<file path="config.mk">
export PLATFORM = sky130hd
export DESIGN_NAME = lzbt_row
export DESIGN_NICKNAME = d
export VERILOG_FILES = /design/src/sv/lzbt_pkg.sv /design/src/sv/lzbt_cell.sv /design/src/sv/lzbt_row.sv
export SDC_FILE = /design/constraint.sdc
export NUM_CORES = 1
export LEC_CHECK = 0
export ABC_CLOCK_PERIOD_IN_PS = 4300
export BUFFER_PORTS_ARGS = -buffer_cell sky130_fd_sc_hd__clkbuf_2
export CORE_MARGIN = 8
export CORE_UTILIZATION = 25
export DETAILED_ROUTE_END_ITERATION = 10
export MAX_ROUTING_LAYER = met4
export PLACE_DENSITY_LB_ADDON = 0.25
export SLEW_MARGIN = 10
export SYNTH_ARGS = -nofsm -noshare
export SYNTH_HDL_FRONTEND = slang
export SYNTH_SLANG_ARGS = --single-unit
</file>
<file path="constraint.sdc">
create_clock -name clk -period 4.3 [get_ports clk]
set_clock_uncertainty 0.2 [all_clocks]
set_input_delay 0.215 -clock clk [delete_from_list [all_inputs] [get_ports clk]]
set_output_delay 0.215 -clock clk [all_outputs]
set_load 0.01 [all_outputs]
</file>
<file path="src/sv/lzbt_pkg.sv">
// ----------------------------------------------------------------------------
// lzbt_pkg: shared types and constants for the LZ77 byte-token encoder
// Holds the token format codes, default sizes, the controller states and the
// candidate token that travels along the match cell row.
// ----------------------------------------------------------------------------
`default_nettype none

package lzbt_pkg;

  localparam int WINDOW_BYTES_DEF    = 4096;
  localparam int LOOKAHEAD_BYTES_DEF = 18;
  localparam int MIN_RUN             = 3;

  // Offsets go out as at most two bytes in the long token form.
  localparam int OFF_W = 16;

  localparam logic [7:0] HDR_MAGIC  = 8'h01;
  localparam logic [7:0] LIT_ESC    = 8'h80;
  localparam logic [7:0] SHORT_BASE = 8'h81;
  localparam logic [7:0] LONG_MARK  = 8'hFF;
  localparam int SHORT_MAX_OFF = 255;
  localparam int SHORT_MAX_LEN = 15;

  typedef enum logic [2:0] {
    S_IDLE,
    S_HDR,
    S_CHECK,
    S_LOAD,
    S_SCAN,
    S_PICK,
    S_EMIT,
    S_FIN
  } state_t;

  // Candidate match run moving from cell to cell.
  typedef struct packed {
    logic             alive;
    logic [OFF_W-1:0] off;
  } token_t;

endpackage

`default_nettype wire

</file>
<file path="src/sv/lzbt_cell.sv">
// ----------------------------------------------------------------------------
// lzbt_cell: one match cell
// Holds one target byte, extends the candidate run handed in by its lower
// neighbor and records the first (oldest) candidate that reaches it.
// ----------------------------------------------------------------------------
`default_nettype none

module lzbt_cell
  import lzbt_pkg::*;
(
  input  wire logic             clk,
  input  wire logic             rst,
  input  wire logic             clear,
  input  wire logic             shift_en,
  input  wire logic [7:0]       shift_in,
  output logic      [7:0]       tgt,
  input  wire logic             en,
  input  wire logic             b_valid,
  input  wire logic [7:0]       b,
  input  wire token_t           tok_in,
  output token_t                tok_out,
  output logic                  found,
  output logic      [OFF_W-1:0] found_off
);

  logic             hit;
  logic             run_alive;
  logic [OFF_W-1:0] run_off;

  assign hit     = tok_in.alive && (b == tgt);
  assign tok_out = '{alive: run_alive, off: run_off};

  always_ff @(posedge clk) begin
    if (shift_en) begin
      tgt <= shift_in;
    end
  end

  always_ff @(posedge clk) begin
    if (rst || clear) begin
      run_alive <= 1'b0;
      found     <= 1'b0;
    end else if (b_valid) begin
      run_alive <= hit;
      if (hit && en && !found) begin
        found <= 1'b1;
      end
    end
  end

  always_ff @(posedge clk) begin
    if (b_valid) begin
      run_off <= tok_in.off;
      if (hit && en && !found) begin
        found_off <= tok_in.off;
      end
    end
  end

endmodule

`default_nettype wire

</file>
<file path="src/sv/lzbt_row.sv">
// ----------------------------------------------------------------------------
// lzbt_row: row of match cells and best-match pick
// Cell j compares the streamed window byte against target byte j; runs move
// up one cell per cycle. The highest cell that saw a run gives the length.
// ----------------------------------------------------------------------------
`default_nettype none

module lzbt_row
  import lzbt_pkg::*;
#(
  parameter int LOOKAHEAD_BYTES = LOOKAHEAD_BYTES_DEF,
  localparam int LW = $clog2(LOOKAHEAD_BYTES + 1)
) (
  input  wire logic             clk,
  input  wire logic             rst,
  input  wire logic             clear,
  input  wire logic             shift_en,
  input  wire logic [7:0]       shift_in,
  input  wire logic [LW-1:0]    maxlen,
  input  wire logic             b_valid,
  input  wire logic [7:0]       b,
  input  wire token_t           inject,
  output logic      [7:0]       lit_byte,
  output logic                  best_any,
  output logic      [LW-1:0]    best_len,
  output logic      [OFF_W-1:0] best_off
);

  logic   [7:0]       tgt   [LOOKAHEAD_BYTES];
  token_t             tok   [LOOKAHEAD_BYTES];
  logic               found [LOOKAHEAD_BYTES];
  logic   [OFF_W-1:0] foff  [LOOKAHEAD_BYTES];

  for (genvar j = 0; j < LOOKAHEAD_BYTES; j++) begin : g_cell
    lzbt_cell u_cell (
      .clk       (clk),
      .rst       (rst),
      .clear     (clear),
      .shift_en  (shift_en),
      .shift_in  ((j == LOOKAHEAD_BYTES - 1) ? shift_in : tgt[(j + 1) % LOOKAHEAD_BYTES]),
      .tgt       (tgt[j]),
      .en        (LW'(j) < maxlen),
      .b_valid   (b_valid),
      .b         (b),
      .tok_in    ((j == 0) ? inject : tok[(j + LOOKAHEAD_BYTES - 1) % LOOKAHEAD_BYTES]),
      .tok_out   (tok[j]),
      .found     (found[j]),
      .found_off (foff[j])
    );
  end

  assign lit_byte = tgt[0];

  // Highest cell wins; its first hit is the oldest run of that length.
  always_comb begin
    best_any = 1'b0;
    best_len = '0;
    best_off = '0;
    for (int j = MIN_RUN - 1; j < LOOKAHEAD_BYTES; j++) begin
      if (found[j]) begin
        best_any = 1'b1;
        best_len = LW'(j + 1);
        best_off = foff[j];
      end
    end
  end

endmodule

`default_nettype wire

</file>
==> results of run 1 <==
[cells by family after synthesis]
logic type             share of synthesized area (%)
AO/OA/AOI/OAI                                   6.76
XOR/XNOR                                        4.82
buffers and inverters                           2.00
flip-flops                                      81.3
AND/OR/NAND/NOR                                 5.12
[report_power, final]
group	switching, mW	total (mW)	internal, mW	leakage (nW)
clock	2.56	6.42	3.86	1.19
sequential	0.113	7.91	7.79	6.64
combinational	0.220	0.342	0.122	2.09
total	2.90	14.7	11.8	9.91
[final cells by class]
cell class	instances	area [µm²]	share of cell area, %
sequential	705	20800	68.5
multi-input combinational	630	4340	14.2
clock buffer	102	2040	6.70
tap	1368	1710	5.63
timing repair buffer	147	1040	3.43
clock inverter	30	395	1.30
inverter	15	56.3	0.185
antenna	1	2.50	0.00822
[repair_timing]
item	CTS	global route
hold buffers	37	0
endpoints found under the setup margin	0	0
gates resized for setup	0	0
hold endpoints to repair	152	0
[final timing paths]
path	to	cells past startpoint
worst max-delay path	best_off[4]	7
worst min-delay path	g_cell[17].u_cell.tgt[2]	2
worst max register to register	g_cell[2].u_cell.found_off[0]	6
worst min register to register	g_cell[1].u_cell.run_off[11]	0
[metrics by stage]
step | worst slack (ns) | instances | hold slack, ns | utilization, % | instance area [µm²]
detailed placement | 1.25 | 2828 | 0.195 | 27.1 | 27600
finish | 0.669 | 2998 | 0.131 | 29.9 | 30400
global route | 0.388 | 2998 | 0.0995 | 29.9 | 30400
global placement | 1.23 | 2828 | 0.195 | 27.1 | 27600
CTS | 0.595 | 2997 | 0.0793 | 29.9 | 30400
floorplan | 1.22 | 1420 | 0.114 | - | 25600
[cell usage in the layout (no fill, tap or decap), types with 9 or more instances in the layout]
cell and count:
a21oi_1 60, a221oi_1 26, a22oi_1 23, buf_4 37
bufinv_16 9, clkbuf_1 22, clkbuf_16 76, clkbuf_2 70
clkinv_2 11, dfxtp_1 32, dlygate4sd3_1 37, edfxtp_1 672
inv_1 12, nand2_1 51, nand2b_1 18, nand3_1 19
nand4_1 18, nor2_1 39, nor2b_1 13, nor3_1 24
nor3_2 10, nor4_1 15, o211ai_1 25, o22ai_1 34
o31ai_1 14, xnor2_1 58, xor2_1 83
[worst register-to-register path, cell delays in order, from the launching register on]
cell,delay (ns)
edfxtp_1,0.41
xor2_1,0.16
nor4_1,0.41
nand3_1,0.30
a21oi_1,0.27
nor2b_1,0.26
buf_4,0.29
[per-layer routing]
| metal | up-vias | routed length [µm] | GRT usage (%) |
|---|---|---|---|
| li1 | 5849 | - | - |
| met2 | 206 | 26400 | 15.8 |
| met1 | 6156 | 24700 | 12.3 |
| met3 | 91 | 2050 | 1.93 |
| met5 | - | 0 | - |
| met4 | 0 | 1220 | 3.16 |
[synthesized netlist by cell type (4+ instances only)]
library cell and instances:
nand2_1 51, or2_1 4, a21o_1 8, xnor2_1 58, clkbuf_1 29, a31oi_1 6, nor3_1 34, o31ai_2 7
or2_2 4, a21oi_1 60, edfxtp_1 672, o21a_1 7, buf_6 15, o21ai_0 7, nand2b_1 18, dfxtp_1 33
nor2b_1 13, xor2_1 83, and3_1 6, a221oi_1 26, buf_2 15, and3b_1 8, nand3_1 19, o22ai_1 34
nor2_1 39, o211ai_1 25, o31ai_1 14, o311ai_1 4, buf_4 6, inv_1 12, a22oi_1 23, nand4_1 18
o221ai_1 7, nor4_1 16
[flip-flops by register name, summed over array words and instances (netlist names)]
name / cells
g_cell.u_cell.run_off: 272
g_cell.u_cell.found_off: 256
g_cell.u_cell.tgt: 144
g_cell.u_cell.run_alive: 17
g_cell.u_cell.found: 16
==> run summary, run 1 <==
Starting Density -> 25.2%
PD cells -> 482 nW/µm²
die width -> 336 µm
antenna-violating nets left -> 0
Global Route Usage Sum -> 9.77%
CTS buffer count -> 72
post-synth cell types -> 60
Worst path slowest cell -> o311ai_0
R2R Setup Slk -> 1.67 ns
CP max FO -> 13
Synth Cell Area -> 25600 µm²
Critical Path AT -> 3.22 ns
Synthesis Warnings -> 0
Hold Crit Class -> input pin to flop
Post-Syn Nets -> 1463
synthesized instance count -> 1420
DRC viols -> 0
syn_area_per_cell -> 18.0 µm²
Vias -> 12302
Worst VDD drop -> 0.000272 V
Post-synth EDFFs -> 672
sequential share of the synthesized area -> 81.3%
Total Power -> 14.7 mW
f_max -> 275 MHz
die height -> 336 µm
register clock-pin slew on the reported worst setup and hold paths -> 0.06 ns
Tcrit/Tclk final -> 84.5%
cell taking the most area after synthesis -> edfxtp_1
Lkg Pwr -> 9.91 nW
TritonCTS clock tree -> built
grt total ovfl -> 0
vias in the first global route -> 12946
Pre-Repair DR Iteration Count -> 5
Filler cells -> 9996
Yosys top cell area share -> 78.7%
final WL -> 54400 µm
first-pass GRT wire length -> 81900 µm
clk sink count -> 705
routability cong. -> 0.743
share of cells above drive strength 1 -> 15.0%
CP Class -> flop to output pin
H-tree Lvls -> 3
CTS Buffer Depth -> 3
P&R area growth vs syn -> 18.7%
Max-slew headroom -> 22.9%
largest net degree at the start of global routing -> 92
CP Launch Type -> flop
initial detailed-routing violation count -> 674
Synth area leaders -> edfxtp_1 (79%), xor2_1 (2.8%), dfxtp_1 (2.6%), xnor2_1 (2.0%), a21oi_1 (1.2%)
root buffer cell -> clkbuf_16
count of final setup violators -> 0
RSZ-0062 raised after global routing -> no
post-route minimum period -> 3.63 ns
Main synth FF type -> edfxtp_1
dpl hpwl -> 36800 µm
DR WL/cell -> 18.1 µm
endpoint class of the critical path -> output pin
Max-Cap Viols -> 0
Least-Margin Pin Slew -> 1.16 ns
hold path start -> shift_in[2]
WP buf/inv -> 2
row cnt -> 117
clock network latency to the later pin of the worst-skew pair -> 0.60 ns
Setup TNS -> 0 ns
die area -> 113000 µm²
status -> completed
Synth Register Bits -> 705
io pins -> 73
initial antenna violation count -> 2
critical path's largest stage delay -> 0.62 ns
Required @ worst endpoint -> 3.88 ns
Max Slew Vio Count -> 0
Setup Fix Bufs, Post-CTS -> 0
r2r startpoint -> g_cell[2].u_cell.tgt[7]
drt via density -> 4.10
final hold viol count -> 0
critical path launch point -> g_cell[2].u_cell.found
CP delay by family, top -> compound AO/OA/AOI/OAI gates
fin nets -> 1614
Post-synth ARST share -> 0%
CP Cell Sequence -> buf_4 > nor2b_1 > a221oi_1 > o311ai_0 > a21oi_1 > o221ai_1 > clkbuf_2
PortBufs -> 72
core area -> 102000 µm²
Power figures use the tool's default switching activity.
==> inputs of run 2 (changes only) <==
--- a/config.mk
+++ b/config.mk
@@ -5,7 +5,8 @@
 export SDC_FILE = /design/constraint.sdc
 export NUM_CORES = 1
 export LEC_CHECK = 0
-export ABC_CLOCK_PERIOD_IN_PS = 4300
+export ABC_AREA = 1
+export ABC_CLOCK_PERIOD_IN_PS = 3360
 export BUFFER_PORTS_ARGS = -buffer_cell sky130_fd_sc_hd__clkbuf_2
 export CORE_MARGIN = 8
 export CORE_UTILIZATION = 25
==> constraint.sdc (replaced) <==
create_clock -name clk -period 3.36 [get_ports clk]
set_clock_uncertainty 0.2 [all_clocks]
set_input_delay 0.168 -clock clk [delete_from_list [all_inputs] [get_ports clk]]
set_output_delay 0.168 -clock clk [all_outputs]
set_load 0.01 [all_outputs]
==> run 2 against run 1 <==
  * Global-route usage increased by 0.67 points
  * Sequential cell count unchanged
  * Die area increased by 1.6%
  * Final area increased by 2.9%
  * Highest routed layer unchanged
==> run summary, run 2 <==
routability cong. -> 0.804 (+8.2%)
fin nets -> 1992 (+23%)
Synth area leaders -> edfxtp_1 (77%), nand2_1 (4.8%), nor2_1 (2.7%), dfxtp_1 (2.5%), a21oi_1 (1.6%)
Vias -> 14254 (+16%)
post-route minimum period -> 3.15 ns
Synthesis Warnings -> 0 (unchanged)
row cnt -> 118 (+0.85%)
Max Slew Vio Count -> 0 (unchanged)
RSZ-0062 raised after global routing -> yes
CTS buffer count -> 76 (+5.6%)
Max-slew headroom -> 38.9% (+16 points)
max FFs per register -> 272 (unchanged)
die height -> 339 µm (+0.81%)
DR WL/cell -> 17.5 µm (-3.7%)
synthesized instance count -> 1766 (+24%)
Lkg Pwr -> 11.1 nW (+11%)
Post-synth EDFFs -> 672 (unchanged)
grt total ovfl -> 0 (unchanged)
first-pass GRT wire length -> 91900 µm (+12%)
endpoint class of the critical path -> output pin
status -> completed
Starting Density -> 25.2% (about the same)
post-synth cell types -> 45 (-25%)
TritonCTS clock tree -> built
Yosys top cell area share -> 77.4% (-1.3 points)
initial antenna violation count -> 0 (-2)
Worst VDD drop -> 0.000299 V (+10%)
diodes inserted -> 0 (-1)
commonest cells in the netlist -> edfxtp_1 (672), nand2_1 (332), nor2_1 (185)
biggest regs -> g_cell.u_cell.run_off (272), g_cell.u_cell.found_off (256), g_cell.u_cell.tgt (144)
count of final setup violators -> 0 (unchanged)
hold_ws -> 0.0591 ns (-0.0719 ns)
area of the multi-input gates -> 4620 µm² (+6.6%)
CP max FO -> 15 (+2)
vias in the first global route -> 15045 (+16%)
register clock-pin slew on the reported worst setup and hold paths -> 0.06 ns (about the same)
dpl ws -> 0.516 ns (-0.738 ns)
Pre-Repair DR Iteration Count -> 7 (+2)
Final WS setup -> 0.213 ns (-0.455 ns)
initial detailed-routing violation count -> 924 (+37%)
CP Launch Type -> flop
Worst path slowest cell -> dfxtp_2
core area -> 103000 µm² (+1.7%)
H-tree Lvls -> 3 (unchanged)
CP Class -> flop to output pin
f_max -> 318 MHz
Least-Margin Pin Slew -> 0.916 ns (-0.241 ns)
Synth Register Bits -> 705 (unchanged)
cell taking the most area after synthesis -> edfxtp_1
dpl hpwl -> 39700 µm (+7.9%)
antenna-violating nets left -> 0 (unchanged)
most used cell along the critical path -> a21oi_1
top-count cell post-synth -> edfxtp_1
clk sink count -> 705 (unchanged)
FF+latch area -> 20800 µm² (about the same)
critical path's largest stage delay -> 0.57 ns (-0.05 ns)
Post-synth ARST share -> 0% (unchanged)
Required @ worst endpoint -> 2.99 ns (-0.89 ns)
root buffer cell -> clkbuf_16
CTS Buffer Depth -> 3 (unchanged)
Global Route Usage Sum -> 10.4% (+0.67 points)
PortBufs -> 72 (unchanged)
Tcrit/Tclk final -> 93.7%
die area -> 115000 µm² (+1.6%)
Total Power -> 19.3 mW (+31%)
P&R area growth vs syn -> 20.2%
PD cells -> 616 nW/µm² (+28%)
CP delay by family, top -> compound AO/OA/AOI/OAI gates
DRC viols -> 0 (unchanged)
Critical Path AT -> 2.78 ns (-0.44 ns)
Post-Syn Nets -> 1809 (+24%)
R2R Setup Slk -> 0.76 ns (-0.91 ns)
final hold viol count -> 0 (unchanged)
most common cell after layout, fill and taps aside -> edfxtp_1
Filler cells -> 10237 (+2.4%)
Main synth FF type -> edfxtp_1
Reg with most FFs -> g_cell.u_cell.run_off
drt via density -> 4.20 (+2.4%)
largest net degree at the start of global routing -> 120 (+30%)
sequential share of the synthesized area -> 80.0% (-1.4 points)
io pins -> 73 (unchanged)
WP buf/inv -> 2 (unchanged)
final WL -> 59200 µm (+8.9%)
die width -> 339 µm (+0.81%)
Hold Crit Class -> input pin to flop
Synth Cell Area -> 26100 µm² (+1.7%)
clock network latency to the later pin of the worst-skew pair -> 0.62 ns (+0.02 ns)
CP Cell Sequence -> inv_1 > nand2_1 > nand3_1 > a21oi_1 > o21ai_0 > a21oi_1 > clkbuf_2
Max-Cap Viols -> 0 (unchanged)
most frequent cells in the layout -> edfxtp_1 (672), nand2_1 (332), nor2_1 (184)
syn_area_per_cell -> 14.8 µm² (-18%)
share of cells above drive strength 1 -> 15.2% (+0.23 points)
run 2: cell type report:
class	count	area share (%)
Tap cell	1380	5.51
Timing Repair Buffer	165	3.82
Inverter	80	1.00
Timing Repair inverter	1	0.0240
Sequential cell	705	66.5
Clock buffer	98	6.70
Clock inverter	43	1.64
Multi-Input combinational cell	920	14.8
run 2: through the flow:
step	instance area [µm²]	std cells	TNS (ns)	util, %
finish	31300	3392	0	30.3
global route	31300	3392	-0.0160	30.3
CTS	31300	3392	0	30.2
detailed placement	28300	3215	0	27.4
global placement	28300	3215	0	27.4
floorplan	26100	1766	0	-
run 2: per-layer routing:
| layer | part of all wire, % | wire length, µm | track usage (%) | up-vias |
|---|---|---|---|---|
| li1 | - | - | - | 6802 |
| met1 | 47 | 27600 | 13.6 | 7000 |
| met2 | 46 | 27300 | 16.2 | 354 |
| met3 | 4.4 | 2580 | 1.93 | 98 |
| met4 | 2.9 | 1740 | 3.88 | 0 |
| met5 | 0 | 0 | - | - |
run 2: timing repair:
action	CTS	global route
setup endpoints to repair	16	10
hold buffers	35	0
endpoints found under the hold margin	74	0
buffers inserted	0	0
cloned	1	0
gates resized for setup	4	6
run 2: final timing paths:
| kind | start | endpoint | cells past startpoint |
|---|---|---|---|
| worst min-delay path | b[3] | g_cell[1].u_cell.run_alive | 5 |
| worst max register to register | g_cell[2].u_cell.tgt[4] | g_cell[2].u_cell.found_off[12] | 5 |
| worst min register to register | g_cell[16].u_cell.run_off[10] | g_cell[17].u_cell.found_off[10] | 0 |
| worst max-delay path | g_cell[8].u_cell.found | best_len[0] | 7 |
run 2: kinds of logic (layout without fill, tap and decap cells):
logic type,after synthesis,after routing,share of synthesized area [%]
AND/OR/NAND/NOR,656,656,10.5
buffers and inverters,141,387,2.39
XOR/XNOR,57,57,1.92
AO/OA/AOI/OAI,207,207,5.22
flip-flops,705,705,80.0
run 2: where the power goes:
| group | switching, mW | internal, mW | total (mW) |
|---|---|---|---|
| logic | 0.331 | 0.158 | 0.489 |
| registers | 0.172 | 9.98 | 10.1 |
| clock network | 3.37 | 5.28 | 8.64 |
| total | 3.87 | 15.4 | 19.3 |
run 2: worst reg2reg max path: stages, from the launching register on:
cell	delay, ns
edfxtp_1	0.41
xor2_1	0.16
nor3_1	0.54
nand4_1	0.44
nor2_1	0.26
buf_4	0.27
